==> config.mk <==
export PLATFORM = sky130hd
export DESIGN_NAME = dpw_fifo
export DESIGN_NICKNAME = d
export VERILOG_FILES = /design/src/dpw_pkg.sv /design/src/dpw_fifo.sv
export SDC_FILE = /design/constraint.sdc
export NUM_CORES = 1
export LEC_CHECK = 0
export BUFFER_PORTS_ARGS = -buffer_cell sky130_fd_sc_hd__buf_2
export CAP_MARGIN = 25
export CORE_MARGIN = 5
export CORE_UTILIZATION = 45
export CTS_CLUSTER_DIAMETER = 200
export DETAILED_ROUTE_END_ITERATION = 10
export PLACE_DENSITY = 0.67
export SLEW_MARGIN = 20
export SYNTH_ARGS = -nofsm -noshare
export SYNTH_HDL_FRONTEND = slang
export SYNTH_SLANG_ARGS = --single-unit
==> constraint.sdc <==
create_clock -name i_clk -period 3.22 [get_ports i_clk]
set_input_delay 0.161 -clock i_clk [delete_from_list [all_inputs] [get_ports i_clk]]
set_output_delay 0.161 -clock i_clk [all_outputs]
set_load 0.03 [all_outputs]
==> src/dpw_pkg.sv <==
// shared types, constants and register map for the depth pixel to world point block
package dpw_pkg;

    // frame limits, pixels at or beyond these are dropped
    localparam int MAX_COLUMNS = 1024;
    localparam int MAX_ROWS    = 1024;

    // queue between front and back
    localparam int FIFO_DEPTH = 4;

    // divider: quotient bits kept before saturation, numerator width, total latency
    localparam int DIV_BITS = 33;
    localparam int NUM_W    = 32 + 16 + 1;
    localparam int DIV_LAT  = DIV_BITS + 3;

    // configuration port
    localparam int ADDR_W = 6;
    localparam int DATA_W = 64;

    localparam logic [2:0] REG_PRINCIPAL_POINT = 3'd0;
    localparam logic [2:0] REG_FOCAL_LENGTHS   = 3'd1;
    localparam logic [2:0] REG_DEPTH_SCALE     = 3'd2;
    localparam logic [2:0] REG_ROTATION_QUAT   = 3'd3;
    localparam logic [2:0] REG_TRANSLATION_X   = 3'd4;
    localparam logic [2:0] REG_TRANSLATION_Y   = 3'd5;
    localparam logic [2:0] REG_TRANSLATION_Z   = 3'd6;

    localparam logic [31:0] RST_PRINCIPAL_POINT = 32'h1458_0FD8;
    localparam logic [31:0] RST_FOCAL_LENGTHS   = 32'h2060_2070;
    localparam logic [15:0] RST_DEPTH_SCALE     = 16'd1000;
    localparam logic [63:0] RST_ROTATION_QUAT   = 64'h4000_0000_0000_0000;
    localparam logic [31:0] RST_TRANSLATION     = 32'h0000_0000;

    // rotation matrix in q.28
    localparam logic signed [35:0] Q28_ONE = 36'sd268435456;
    localparam logic signed [35:0] R_LIMIT = 36'sd536870912;

    typedef struct packed {
        logic [9:0]  column;
        logic [9:0]  row;
        logic [15:0] raw_depth;
        logic [7:0]  blue_in;
        logic [7:0]  green_in;
        logic [7:0]  red_in;
    } t_in_item;

    typedef struct packed {
        logic signed [31:0] world_x;
        logic signed [31:0] world_y;
        logic signed [31:0] world_z;
        logic [7:0]         red_out;
        logic [7:0]         green_out;
        logic [7:0]         blue_out;
    } t_out_item;

    typedef struct packed {
        logic [15:0]        cx;
        logic [15:0]        cy;
        logic [15:0]        fx;
        logic [15:0]        fy;
        logic [15:0]        scale;
        logic signed [15:0] qw;
        logic signed [15:0] qx;
        logic signed [15:0] qy;
        logic signed [15:0] qz;
        logic signed [31:0] tx;
        logic signed [31:0] ty;
        logic signed [31:0] tz;
    } t_cfg;

    // one classified pixel waiting for the back end
    typedef struct packed {
        logic        sign_x;
        logic [31:0] mag_x;
        logic        sign_y;
        logic [31:0] mag_y;
        logic [15:0] depth;
        logic [7:0]  red;
        logic [7:0]  green;
        logic [7:0]  blue;
    } t_work;

    typedef struct packed {
        logic full;
        logic empty;
    } t_qstat;

endpackage

==> src/dpw_fifo.sv <==
// small register queue between the front classifier and the back datapath
module dpw_fifo #(
    parameter int DEPTH = dpw_pkg::FIFO_DEPTH
) (
    input  logic             i_clk,
    input  logic             i_rst_n,
    input  logic             i_push,
    input  dpw_pkg::t_work   i_push_data,
    input  logic             i_pop,
    output dpw_pkg::t_work   o_pop_data,
    output dpw_pkg::t_qstat  o_stat
);
    localparam int PTR_W = (DEPTH > 1) ? $clog2(DEPTH) : 1;
    localparam int CNT_W = $clog2(DEPTH + 1);

    dpw_pkg::t_work r_mem [0:DEPTH-1];
    logic [PTR_W-1:0] r_wr;
    logic [PTR_W-1:0] r_rd;
    logic [CNT_W-1:0] r_cnt;

    function automatic logic [PTR_W-1:0] bump(input logic [PTR_W-1:0] p);
        return (p == PTR_W'(DEPTH - 1)) ? '0 : p + 1'b1;
    endfunction

    always_ff @(posedge i_clk) begin
        if (!i_rst_n) begin
            r_wr  <= '0;
            r_rd  <= '0;
            r_cnt <= '0;
        end else begin
            if (i_push) begin
                r_wr <= bump(r_wr);
            end
            if (i_pop) begin
                r_rd <= bump(r_rd);
            end
            unique case ({i_push, i_pop})
                2'b10:   r_cnt <= r_cnt + 1'b1;
                2'b01:   r_cnt <= r_cnt - 1'b1;
                default: r_cnt <= r_cnt;
            endcase
        end
    end

    always_ff @(posedge i_clk) begin
        if (i_push) begin
            r_mem[r_wr] <= i_push_data;
        end
    end

    assign o_pop_data   = r_mem[r_rd];
    assign o_stat.full  = r_cnt == CNT_W'(DEPTH);
    assign o_stat.empty = r_cnt == '0;

endmodule

* Word level (Yosys, flattened, before mapping)
Memory sizes are Yosys's and may differ from the RTL's. A register that Yosys moved wholly into a read port is not among the register bits. Cells that the tools add are included.
Word-level totals: bits in registers 7, logic and storage cells 22, bits in writable memories 424, bits of input ports 110, output and inout bits 108, memories kept 1
Cells by class: add/sub/neg operators 4, reduce and logical (&&, ||, !) cells 2, muxes and demuxes 7, equal/unequal tests 5
Memories:
- r_mem | words 4, bits a word 106, read ports 1, clocked after memory_dff 1, wr ports 1, RTL line dpw_fifo.sv:16 | dpw_pkg::t_work r_mem [0:DEPTH-1];
Operators by type and width (count):
- $mux W2 | 4
- $eq A2 B2 Y1 const B | 3
- $pmux W3 S2 | 1
- $add A2 B1 Y2 const B | 2
- $add A3 B1 Y3 const B | 1
- $eq A3 B3 Y1 const B | 1
- $logic_not A3 Y1 | 1
- $sub A3 B1 Y3 const B | 1
- $eq A2 B1 Y1 const B | 1
- $mux W1 | 2
- $reduce_bool A2 Y1 | 1

* Logic depth before layout (Yosys ltp)
depth after elaboration 4, gate-level depth with buffers 7, gate-level depth less buffers 7

* Worst setup path after synthesis
No wires, ideal clock.
path kind register to register, from register r_wr[0], to memory r_mem[3][0] in the netlist's numbering (enable), buffers on the path 0, arrival 2.992 ns, clock period less this slack 3.468 ns, stages on the path, launching flop included 3, required time 2.744 ns, setup slack -0.248 ns, library setup time 0.476 ns, path through dfxtp_1 -> ha_1 -> and2_1
RTL lines:
- start: declaration | RTL line dpw_fifo.sv:17 | logic [PTR_W-1:0] r_wr;
- start signal: assignment | RTL line dpw_fifo.sv:32 | r_wr <= bump(r_wr);
- end: declaration | RTL line dpw_fifo.sv:16
Straight into the memory's write port.

==> run_results.csv <==
group,metric,value,unit
detailed_routing,wl,30800,um
floorplan,num_io_pins,218,
timing,setup_viol,0,
floorplan,die_w,197,um
setup_path,path_cells,"buf_12, mux4_2, buf_2",
setup_path,crit_slowest_cell,"dfxtp_4",
timing,max_slew_margin,0.532,
logic_synthesis,post-synth-top-count-cell,"edfxtp_1",
cts,hold_buffers,109,
logic_synthesis,syn_nets,718,
logic_synthesis,synth_seq_cells,433,
logic_synthesis,synth_area,15800,um2
logic_synthesis,synthTopCellsByArea,"edfxtp_1 81%, mux4_2 15%, dfxtp_1 1.1%",
detailed_routing,drtIter0Drc,425,
pwr,ir_worst_vdd,0.000454,V
floorplan,rows,68,
cts,h-tree-depth,2,
logic_synthesis,synth.largest_area_cell,"edfxtp_1",
floorplan,die_area,38800,um2
global_routing,grt_pass1_vias,8293,
floorplan,initial_core_util,0.456,
status,outcome,"complete, no violations",
cts,cts_buffer_depth,3,
setup_path,worst-endpoint-required,3.06,ns
detailed_routing,final_antenna_net_count,0,
timing,fin_tns_setup,0,ns
setup_path,critPathTopFamily,"flip-flops",
setup_path,crit_path_start_kind,"flip-flop",
cts,clock_sinks,433,
final_layout,drive_gt1_frac,0.402,
final_layout,area_delta_synth_final,26.5,%
global_routing,grt_pass1_wl,47400,um
detailed_routing,num_vias,7481,
logic_synthesis,yosysWarnings,0,
logic_synthesis,synthArstFlopShare,0,
final_layout,nets,1083,
pwr,powerDensity,635,nW/um2
cts,cts_resized,0,
place,pre_cts_ws,1.26,ns
global_routing,grt_usage,0.157,
timing,grt_setup_unrepaired,"false",
place,place_congestion,0.702,
detailed_routing,drc,0,
setup_path,cp.buffers_inverters,2,
timing,worst_pin_slew,0.702,ns
timing,setup_slack,0.758,ns
setup_path,cp.arrival,2.30,ns
floorplan,core_area,34500,um2
cts,clk_pin_slew,0.06,ns
logic_synthesis,synth_top_flop_cell,"edfxtp_1",
setup_path,rrSetupSlack,1.34,ns
logic_synthesis,synthTopCellsByCount,"424 x edfxtp_1, 106 x mux4_2, 12 x buf_2, 9 x dfxtp_1",
detailed_routing,wl_per_cell,21.2,um
timing,finalClockSkew,0.0158,ns
global_routing,gr-total-overflow,0,
logic_synthesis,yosysUniqueCellTypes,24,
cts,cts_buffers,45,
detailed_routing,firstDrtPassIters,4,
logic_synthesis,synth_area_per_cell,26.2,um2
timing,hold_viol,0,
floorplan,die_h,197,um
timing,fmaxAchievable,0.406,GHz
cts,clk-insertion-delay-late,0.53,ns
cts,root_buffer,"clkbuf_16",
timing,min_period,2.46,ns
global_routing,antenna_found_initial,2,
place,dp_cells,1265,
logic_synthesis,yosysTopAreaCellShare,0.808,
global_routing,grt_max_degree,65,
cts,tritoncts,"yes",
worst_hold_path,hold_class,"in -> reg",
logic_synthesis,synth-seq-area-share,0.820,
setup_path,slowest_delay,0.59,ns
timing,fin_crit_sh,0.765,
final_layout,stdcell_count,1453,
detailed_routing,via_per_inst,5.15,
pwr,p_leak,6.76,nW
timing,drv_slew,0,
place,hpwl,18300,um
setup_path,critical_path_class,"reg -> out",
logic_synthesis,synthCells,601,
job,cap_violations,0,
place,io_buffers,217,
setup_path,crit_fanout,39,
logic_synthesis,synth-edff-count,424,
setup_path,end_kind,"output pin",
cts,cts_setup_buffers,0,
[per-layer routing]
metal	part of all wire	GRT usage	up-vias	wire, um
li1	-	-	3323	-
met1	0.42	0.215	3897	12900
met2	0.49	0.258	218	15200
met3	0.070	0.0404	43	2160
met4	0.017	0.0365	0	519
met5	0	0	-	0
[metrics by stage]
step / total power [mW] / utilization / hold WS, ns / cell area (um2)
after floorplan: 7.46 / - / 0.260 / 15800
after global placement: 7.89 / 0.506 / 0.372 / 17500
after detailed placement: 7.91 / 0.506 / 0.376 / 17500
after CTS: 12.8 / 0.577 / 0.348 / 19900
after global routing: 13.1 / 0.577 / 0.373 / 19900
final: 12.6 / 0.577 / 0.380 / 19900
[final timing paths]
kind | cells past startpoint | from | to
worst min register to register | 2 | r_cnt[2] | r_cnt[2]
worst max-delay path | 3 | flip-flop | o_pop_data[21]
worst min-delay path | 2 | i_push_data[45] | r_mem[2][45]
worst max register to register | 4 | r_wr[0] | r_mem[2][91]
[area by class of cell]
class	count	area, um2
Multi-Input combinational cell	138	2660
Clock buffer	59	1220
Antenna cell	2	5.00
Clock inverter	18	141
Tap cell	455	569
Sequential cell	433	12900
Inverter	6	22.5
Fill cell	2578	14600
Timing Repair Buffer	342	2380
[registers in the layout, indices dropped and copies added, names as in the netlist, named ones only]
register and cells:
r_mem 424, r_cnt 3, r_rd 2, r_wr 2
[cells by family (layout without fill, tap and decap cells)]
| group | Yosys count | in the layout | synth area share |
|---|---|---|---|
| AND/OR/NAND/NOR | 16 | 16 | 0.00627 |
| adder cells (fa/ha/maj) | 7 | 7 | 0.00604 |
| buffers and inverters | 30 | 425 | 0.0122 |
| XOR/XNOR | 2 | 2 | 0.00111 |
| multiplexers | 108 | 108 | 0.153 |
| other | 0 | 2 | 0 |
| flip-flops | 433 | 433 | 0.820 |
| AO/OA/AOI/OAI | 5 | 5 | 0.00191 |
[cells in the final DEF, fill, tap and decap left out, drive strengths merged, types with 2 or more instances in the layout]
cell,count
and2,6
buf,233
bufinv,2
clkbuf,59
clkinv,12
dfxtp,9
diode,2
dlygate4sd3,109
edfxtp,424
ha,6
inv,9
mux2i,2
mux4,106
nor2b,4
nor3b,2
o21ai,2
[power breakdown]
part	switching [mW]	internal [mW]
Sequential	0.0767	6.43
Combinational	0.827	0.546
Clock	1.95	2.82
Note: power is estimated with default switching activity, not from simulation.
