<file path="src/dpw_pkg.sv">
// shared types, constants and register map for the depth pixel to world point block
package dpw_pkg;

    // frame limits, pixels at or beyond these are dropped
    localparam int MAX_COLUMNS = 1024;
    localparam int MAX_ROWS    = 1024;

    // queue between front and back
    localparam int FIFO_DEPTH = 4;

    // divider: quotient bits kept before saturation, numerator width, total latency
    localparam int DIV_BITS = 33;
    localparam int NUM_W    = 32 + 16 + 1;
    localparam int DIV_LAT  = DIV_BITS + 3;

    // configuration port
    localparam int ADDR_W = 6;
    localparam int DATA_W = 64;

    localparam logic [2:0] REG_PRINCIPAL_POINT = 3'd0;
    localparam logic [2:0] REG_FOCAL_LENGTHS   = 3'd1;
    localparam logic [2:0] REG_DEPTH_SCALE     = 3'd2;
    localparam logic [2:0] REG_ROTATION_QUAT   = 3'd3;
    localparam logic [2:0] REG_TRANSLATION_X   = 3'd4;
    localparam logic [2:0] REG_TRANSLATION_Y   = 3'd5;
    localparam logic [2:0] REG_TRANSLATION_Z   = 3'd6;

    localparam logic [31:0] RST_PRINCIPAL_POINT = 32'h1458_0FD8;
    localparam logic [31:0] RST_FOCAL_LENGTHS   = 32'h2060_2070;
    localparam logic [15:0] RST_DEPTH_SCALE     = 16'd1000;
    localparam logic [63:0] RST_ROTATION_QUAT   = 64'h4000_0000_0000_0000;
    localparam logic [31:0] RST_TRANSLATION     = 32'h0000_0000;

    // rotation matrix in q.28
    localparam logic signed [35:0] Q28_ONE = 36'sd268435456;
    localparam logic signed [35:0] R_LIMIT = 36'sd536870912;

    typedef struct packed {
        logic [9:0]  column;
        logic [9:0]  row;
        logic [15:0] raw_depth;
        logic [7:0]  blue_in;
        logic [7:0]  green_in;
        logic [7:0]  red_in;
    } t_in_item;

    typedef struct packed {
        logic signed [31:0] world_x;
        logic signed [31:0] world_y;
        logic signed [31:0] world_z;
        logic [7:0]         red_out;
        logic [7:0]         green_out;
        logic [7:0]         blue_out;
    } t_out_item;

    typedef struct packed {
        logic [15:0]        cx;
        logic [15:0]        cy;
        logic [15:0]        fx;
        logic [15:0]        fy;
        logic [15:0]        scale;
        logic signed [15:0] qw;
        logic signed [15:0] qx;
        logic signed [15:0] qy;
        logic signed [15:0] qz;
        logic signed [31:0] tx;
        logic signed [31:0] ty;
        logic signed [31:0] tz;
    } t_cfg;

    // one classified pixel waiting for the back end
    typedef struct packed {
        logic        sign_x;
        logic [31:0] mag_x;
        logic        sign_y;
        logic [31:0] mag_y;
        logic [15:0] depth;
        logic [7:0]  red;
        logic [7:0]  green;
        logic [7:0]  blue;
    } t_work;

    typedef struct packed {
        logic full;
        logic empty;
    } t_qstat;

endpackage

</file>
<file path="src/dpw_front.sv">
// front end: takes pixels, drops empty or out-of-frame ones, forms the x and y numerators
module dpw_front (
    input  logic                i_clk,
    input  logic                i_rst_n,
    input  dpw_pkg::t_cfg       i_cfg,
    input  logic                i_in_valid,
    input  dpw_pkg::t_in_item   i_in_data,
    output logic                o_in_stall,
    output logic                o_work_valid,
    output dpw_pkg::t_work      o_work,
    input  logic                i_q_full
);
    logic signed [16:0] diff_x;
    logic signed [16:0] diff_y;
    logic [15:0]        abs_x;
    logic [15:0]        abs_y;
    logic               keep;
    logic               advance;
    dpw_pkg::t_work     n_work;
    dpw_pkg::t_work     r_work;
    logic               r_valid;

    always_comb begin
        // 16u - cx and 16v - cy, both in 1/16 pixel
        diff_x = $signed({3'b000, i_in_data.column, 4'h0}) - $signed({1'b0, i_cfg.cx});
        diff_y = $signed({3'b000, i_in_data.row, 4'h0}) - $signed({1'b0, i_cfg.cy});
        abs_x  = diff_x[16] ? 16'(-diff_x) : diff_x[15:0];
        abs_y  = diff_y[16] ? 16'(-diff_y) : diff_y[15:0];
        keep   = (i_in_data.raw_depth != '0)
               && (13'(i_in_data.column) < 13'(dpw_pkg::MAX_COLUMNS))
               && (13'(i_in_data.row) < 13'(dpw_pkg::MAX_ROWS));

        n_work.sign_x = diff_x[16];
        n_work.mag_x  = 32'(abs_x) * 32'(i_in_data.raw_depth);
        n_work.sign_y = diff_y[16];
        n_work.mag_y  = 32'(abs_y) * 32'(i_in_data.raw_depth);
        n_work.depth  = i_in_data.raw_depth;
        n_work.red    = i_in_data.red_in;
        n_work.green  = i_in_data.green_in;
        n_work.blue   = i_in_data.blue_in;
    end

    assign advance      = !r_valid || !i_q_full;
    assign o_in_stall   = !advance;
    assign o_work_valid = r_valid;
    assign o_work       = r_work;

    always_ff @(posedge i_clk) begin
        if (!i_rst_n) begin
            r_valid <= 1'b0;
        end else if (advance) begin
            r_valid <= i_in_valid && keep;
        end
    end

    always_ff @(posedge i_clk) begin
        if (advance) begin
            r_work <= n_work;
        end
    end

endmodule

</file>
<file path="config.mk">
export PLATFORM = sky130hd
export DESIGN_NAME = dpw_front
export DESIGN_NICKNAME = d
export VERILOG_FILES = /design/src/dpw_pkg.sv /design/src/dpw_front.sv
export SDC_FILE = /design/constraint.sdc
export NUM_CORES = 1
export LEC_CHECK = 0
export ABC_CLOCK_PERIOD_IN_PS = 8000
export BUFFER_PORTS_ARGS = -buffer_cell sky130_fd_sc_hd__buf_2
export CAP_MARGIN = 10
export CELL_PAD_IN_SITES_DETAIL_PLACEMENT = 0
export CELL_PAD_IN_SITES_GLOBAL_PLACEMENT = 1
export CORE_UTILIZATION = 40
export DETAILED_ROUTE_END_ITERATION = 6
export PLACE_DENSITY = 0.8
export SLEW_MARGIN = 20
export SYNTH_ARGS = -nofsm -noshare
export SYNTH_HDL_FRONTEND = slang
export SYNTH_SLANG_ARGS = --single-unit
</file>
<file path="constraint.sdc">
create_clock -name i_clk -period 8 [get_ports i_clk]
set_input_delay 0.4 -clock i_clk [delete_from_list [all_inputs] [get_ports i_clk]]
set_output_delay 0.4 -clock i_clk [all_outputs]
set_load 0.005 [all_outputs]
</file>
---- After elaboration in Yosys (flattened, before gate mapping) ----
Cells that the tools add are included.
storage, ports and cells
  flip-flop bits (word level) ............. 107
  bits of input ports ..................... 304
  output and inout port bits .............. 108
operators by class
  muxes and demuxes ....................... 2
  multipliers ............................. 2
  add/subtract/negate cells ............... 4
  reductions and logical operators ........ 6
operators by type and width
  operator            number
  $mul 16x16->32      2
  $sub 14x16->17      2
  $mux 16             2
  $neg 16->16         2
  $reduce_bool 16->1  1
  $logic_not 1->1     3
  $logic_and 1x1->1   1
  $logic_or 1x1->1    1

---- Logic depth before layout (Yosys ltp) ----
  depth in word-level cells ............... 4
  mapped depth ............................ 37

---- Least setup slack after synthesis ----
No wires, ideal clock.
  path kind ............................... input port to flip-flop
  start point ............................. in i_cfg[208] (netlist name)
  end point ............................... reg r_work, in the netlist o_work[65], data pin
  path slack .............................. -759 ps
  setup time .............................. 258 ps
  data required time ...................... 7742 ps
  stages on the path ...................... 33
  arrival ................................. 8501 ps
  cell sequence ........................... clkbuf_1 clkbuf_1 inv_1 ha_1 nand3b_1 o221ai_1 a31o_2 a311oi_1 o2111ai_2 nor3_2 mux2_2 mux2i_1 buf_4 nand2_1 fa_1 fa_1 inv_1 fa_1 fa_1 fa_1 inv_1 fa_1 inv_1 ha_1 nand2_1 o21ai_0 o31a_1 o21ai_0 o21ai_0 or3_1 a31o_2 a21oi_1 xnor2_1
RTL lines
  what                  line             RTL
  from (decl)           dpw_front.sv:5   input dpw_pkg::t_cfg i_cfg,
  to (signal assigned)  dpw_front.sv:58  r_work <= n_work;
  to (decl)             dpw_front.sv:20  dpw_pkg::t_work r_work;

==> results by stage <==
Logic synthesis:
- Among all cell types in the netlist, the one instantiated most often is sky130_fd_sc_hd__inv_1.
- A synthesized cell averages 9.300 um^2.
- Yosys mapped a number of flops with a built-in enable equal to 106.
- The area share of the largest cell type after synthesis is 34.68%.
- The number of different library cells used by synthesis comes to 78.
- Yosys attributes the largest share of cell area to sky130_fd_sc_hd__fa_1, sky130_fd_sc_hd__edfxtp_1, sky130_fd_sc_hd__ha_1.
- The most used flip-flop cell after synthesis is sky130_fd_sc_hd__edfxtp_1.
- The gate count of the mapped netlist is 2408.
- In the synthesized netlist, the cells that appear most often are sky130_fd_sc_hd__inv_1, sky130_fd_sc_hd__fa_1, sky130_fd_sc_hd__nand2_1.
- Synthesis inferred 107 register bits.
- The number of nets in the synthesized netlist is 3330.
- The fraction of registers with async set or reset after synthesis is 0%.
- The cell area that synthesis handed to floorplanning was 22400 um^2.
- The cell type contributing the most total cell area after synthesis is sky130_fd_sc_hd__fa_1.
- The number of warning messages in the yosys log is 0.
- The share of the Yosys chip area taken by registers is 14.30%.

Routing:
- The mean routed wirelength per cell is 15.46 um.
- After detailed routing, the number of vias per cell comes to 4.938.
- The total detailed-routing wirelength is 55430 um.
- The number of DRC violations after detailed routing is 0.
- The first routing iteration left 708 violations.
- The detailed router placed 17710 vias in this run.
- The count of nets left with antenna violations once routing finished came out at 0.
- The total iterations of the first detailed-routing run is 5.

Die:
- The area of the die is 56940 um^2.
- The count of boundary I/O pins is 412.
- The total area inside the core boundary comes to 55200 um^2.
- Once the floorplan was initialized, standard cells occupied 40.57% of the core.
- Measured along the x axis, the die boundary spans 238.6 um.
- The row count is 86.
- In this run the vertical extent of the chip is 238.6 um.

Placement:
- At the end of routability-driven placement, the weighted congestion stood at 0.8905.
- The sum of net half-perimeters after detailed placement is 45010 um.
- The number of port buffers is 203.

Setup path:
- The delay of the slowest critical-path stage is 0.57 ns.
- Among the stages of the critical path, the cell type that occurs most often is sky130_fd_sc_hd__fa_1.
- The worst register-to-register path has a setup slack of 6.13 ns.
- The biggest fanout along the worst timing path is 5.
- On the critical path the largest part of the delay comes from adder cells.
- The type of destination of the critical path is a flop.
- The cell with the largest stage delay on the worst path is sky130_fd_sc_hd__fa_1.
- The critical path contains buffers and inverters numbering 5 combined.
- The critical path starts at i_in_data[41].
- The worst setup path is of the primary input to flop kind.
- The startpoint identified for the worst register-to-register timing path is o_work_valid$_SDFFE_PN0N_.
- The required time at the worst-slack endpoint is 8.15 ns.
- The endpoint arrival time on the critical path is 8.13 ns.
- The element type at the critical path start is a primary input.

STA:
- For the final routed database, the setup TNS stands at 0 ns.
- Setup repair after global routing could not meet its margin everywhere.
- Headroom to the max-slew limit came out at 39.18%.
- The number of failing setup endpoints in the final timing report is 0.
- The final-report max-slew violation count is 0.
- The transition time at the pin with the least slew margin is 0.9042 ns.
- Based on the critical path, the design can be clocked at up to 125.4 MHz.
- The final number of hold-violating endpoints is 0.
- The setup clock skew after layout is 0.01278 ns.
- The worst path uses 99.71% of the clock period.
- The final critical path time including I/O delays and setup is 7.977 ns.

Clocking:
- The number of H-tree levels is 3.
- The longest clock path from root to sink contains 2 buffers.
- The clock network latency to the later pin of the worst-skew pair is 0.40 ns.
- The number of buffers added by the clock tree synthesis step is 9.
- After clock tree synthesis, the clock-pin slew on the worst setup and hold paths is 0.08 ns.
- The clock sink total is 107.
- TritonCTS built the clock tree.
- For this design, the CTS-stage hold fixing added 0 buffers.
- The tree is rooted in a sky130_fd_sc_hd__clkbuf_16.

Finish:
- The post-synthesis to final-layout area growth is 22.05%.
- Cells fill 49.52% of the core in the end.
- Of the cells placed in the final design, the portion with a size suffix greater than 1 is 22.93%.
- After the last flow step, the layout net total stands at 3752.

Global routing:
- The first-pass GRT wire length is 91220 um.
- Entering global routing, the biggest net connects 65 pins.
- Global routing finished with a remaining overflow of 0.
- The number of global-route vias before repair was 18690.
- The initial antenna violation count is 3.
- Global routing consumed, over all layers together, 20.10% of the routing resources.

Worst hold path:
- The hold path startpoint is i_in_data[14].
- The type of the worst min-delay path is primary input to flop.

Outcome:
- The run finished with clean final reports.

Run:
- Across the run, the number of max-cap violations was 0.
-- cell type report --
| class | instances | area [um^2] |
|---|---|---|
| Timing Repair Buffer | 506 | 3422 |
| Tap cell | 748 | 935.9 |
| Inverter | 508 | 1914 |
| Sequential cell | 107 | 3203 |
| Antenna cell | 3 | 7.507 |
| Multi-Input combinational cell | 1698 | 17570 |
| Fill cell | 5210 | 27870 |
| Clock buffer | 10 | 229.0 |
| Clock inverter | 6 | 50.05 |
-- cell usage in the layout, fill, tap and decap left out, drive strengths merged, types with 6 or more instances in the layout --
cell	count
nor2	49
o21a	8
a31oi	6
a21o	31
clkbuf	10
nand3	20
a211oi	9
xor2	29
a221o	6
a21oi	61
or3	11
inv	510
a21boi	6
buf	506
o21bai	10
xnor2	78
or2	6
nor2b	22
ha	230
nor3	21
edfxtp	106
o21ai	40
and2	203
nor4	10
fa	388
nand2	345
nand2b	16
and3	15
-- worst paths after layout --
kind	to	depth (start not counted)
worst max-delay path	o_work[70]$_DFFE_PN_	30
worst min-delay path	o_work[14]$_DFFE_PN_	1
worst max register to register	o_work[94]$_DFFE_PN_	2
worst min register to register	o_work[65]$_DFFE_PN_	1
-- layer usage --
layer | vias up | part of all wire, % | GRT usage, %
met3 | 46 | 5.3 | 3.199
li1 | 8303 | - | -
met5 | - | 0.022 | 0
met2 | 419 | 48 | 33.92
met1 | 8936 | 45 | 27.15
met4 | 2 | 1.4 | 4.176
-- state kept, by name, indices dropped and copies added, names as in the netlist --
signal and cells:
o_work 106, o_work_valid 1
-- what timing repair did --
item,CTS,global route
cloned,0,0
endpoints found under the setup margin,6,22
setup buffers,2,12
gates resized for setup,13,93
pin swaps,4,34
hold endpoints to repair,0,0
-- cells by family after synthesis --
family	synth area share, %
AND/OR/NAND/NOR	16.35
adder cells (fa/ha/maj)	47.53
buffers and inverters	10.24
AO/OA/AOI/OAI	7.202
XOR/XNOR	4.185
flip-flops	14.30
multiplexers	0.1844
-- stage by stage --
stage                     instances  area, um^2  setup WS, ns  hold WS, ns
final                          3586       27330       0.02344       0.1747
after global routing           3583       27330       -0.2217       0.1559
after global placement         3553       26450       -0.5051       0.5762
after floorplan                2408       22710      0.001950       0.4989
after CTS                      3571       26820      -0.01118       0.1497
after detailed placement       3553       26450       -0.5289       0.5784
Power is left out: the tool's default activity adds up to more than one toggle a clock period on the data nets, which glitch-free logic cannot reach.
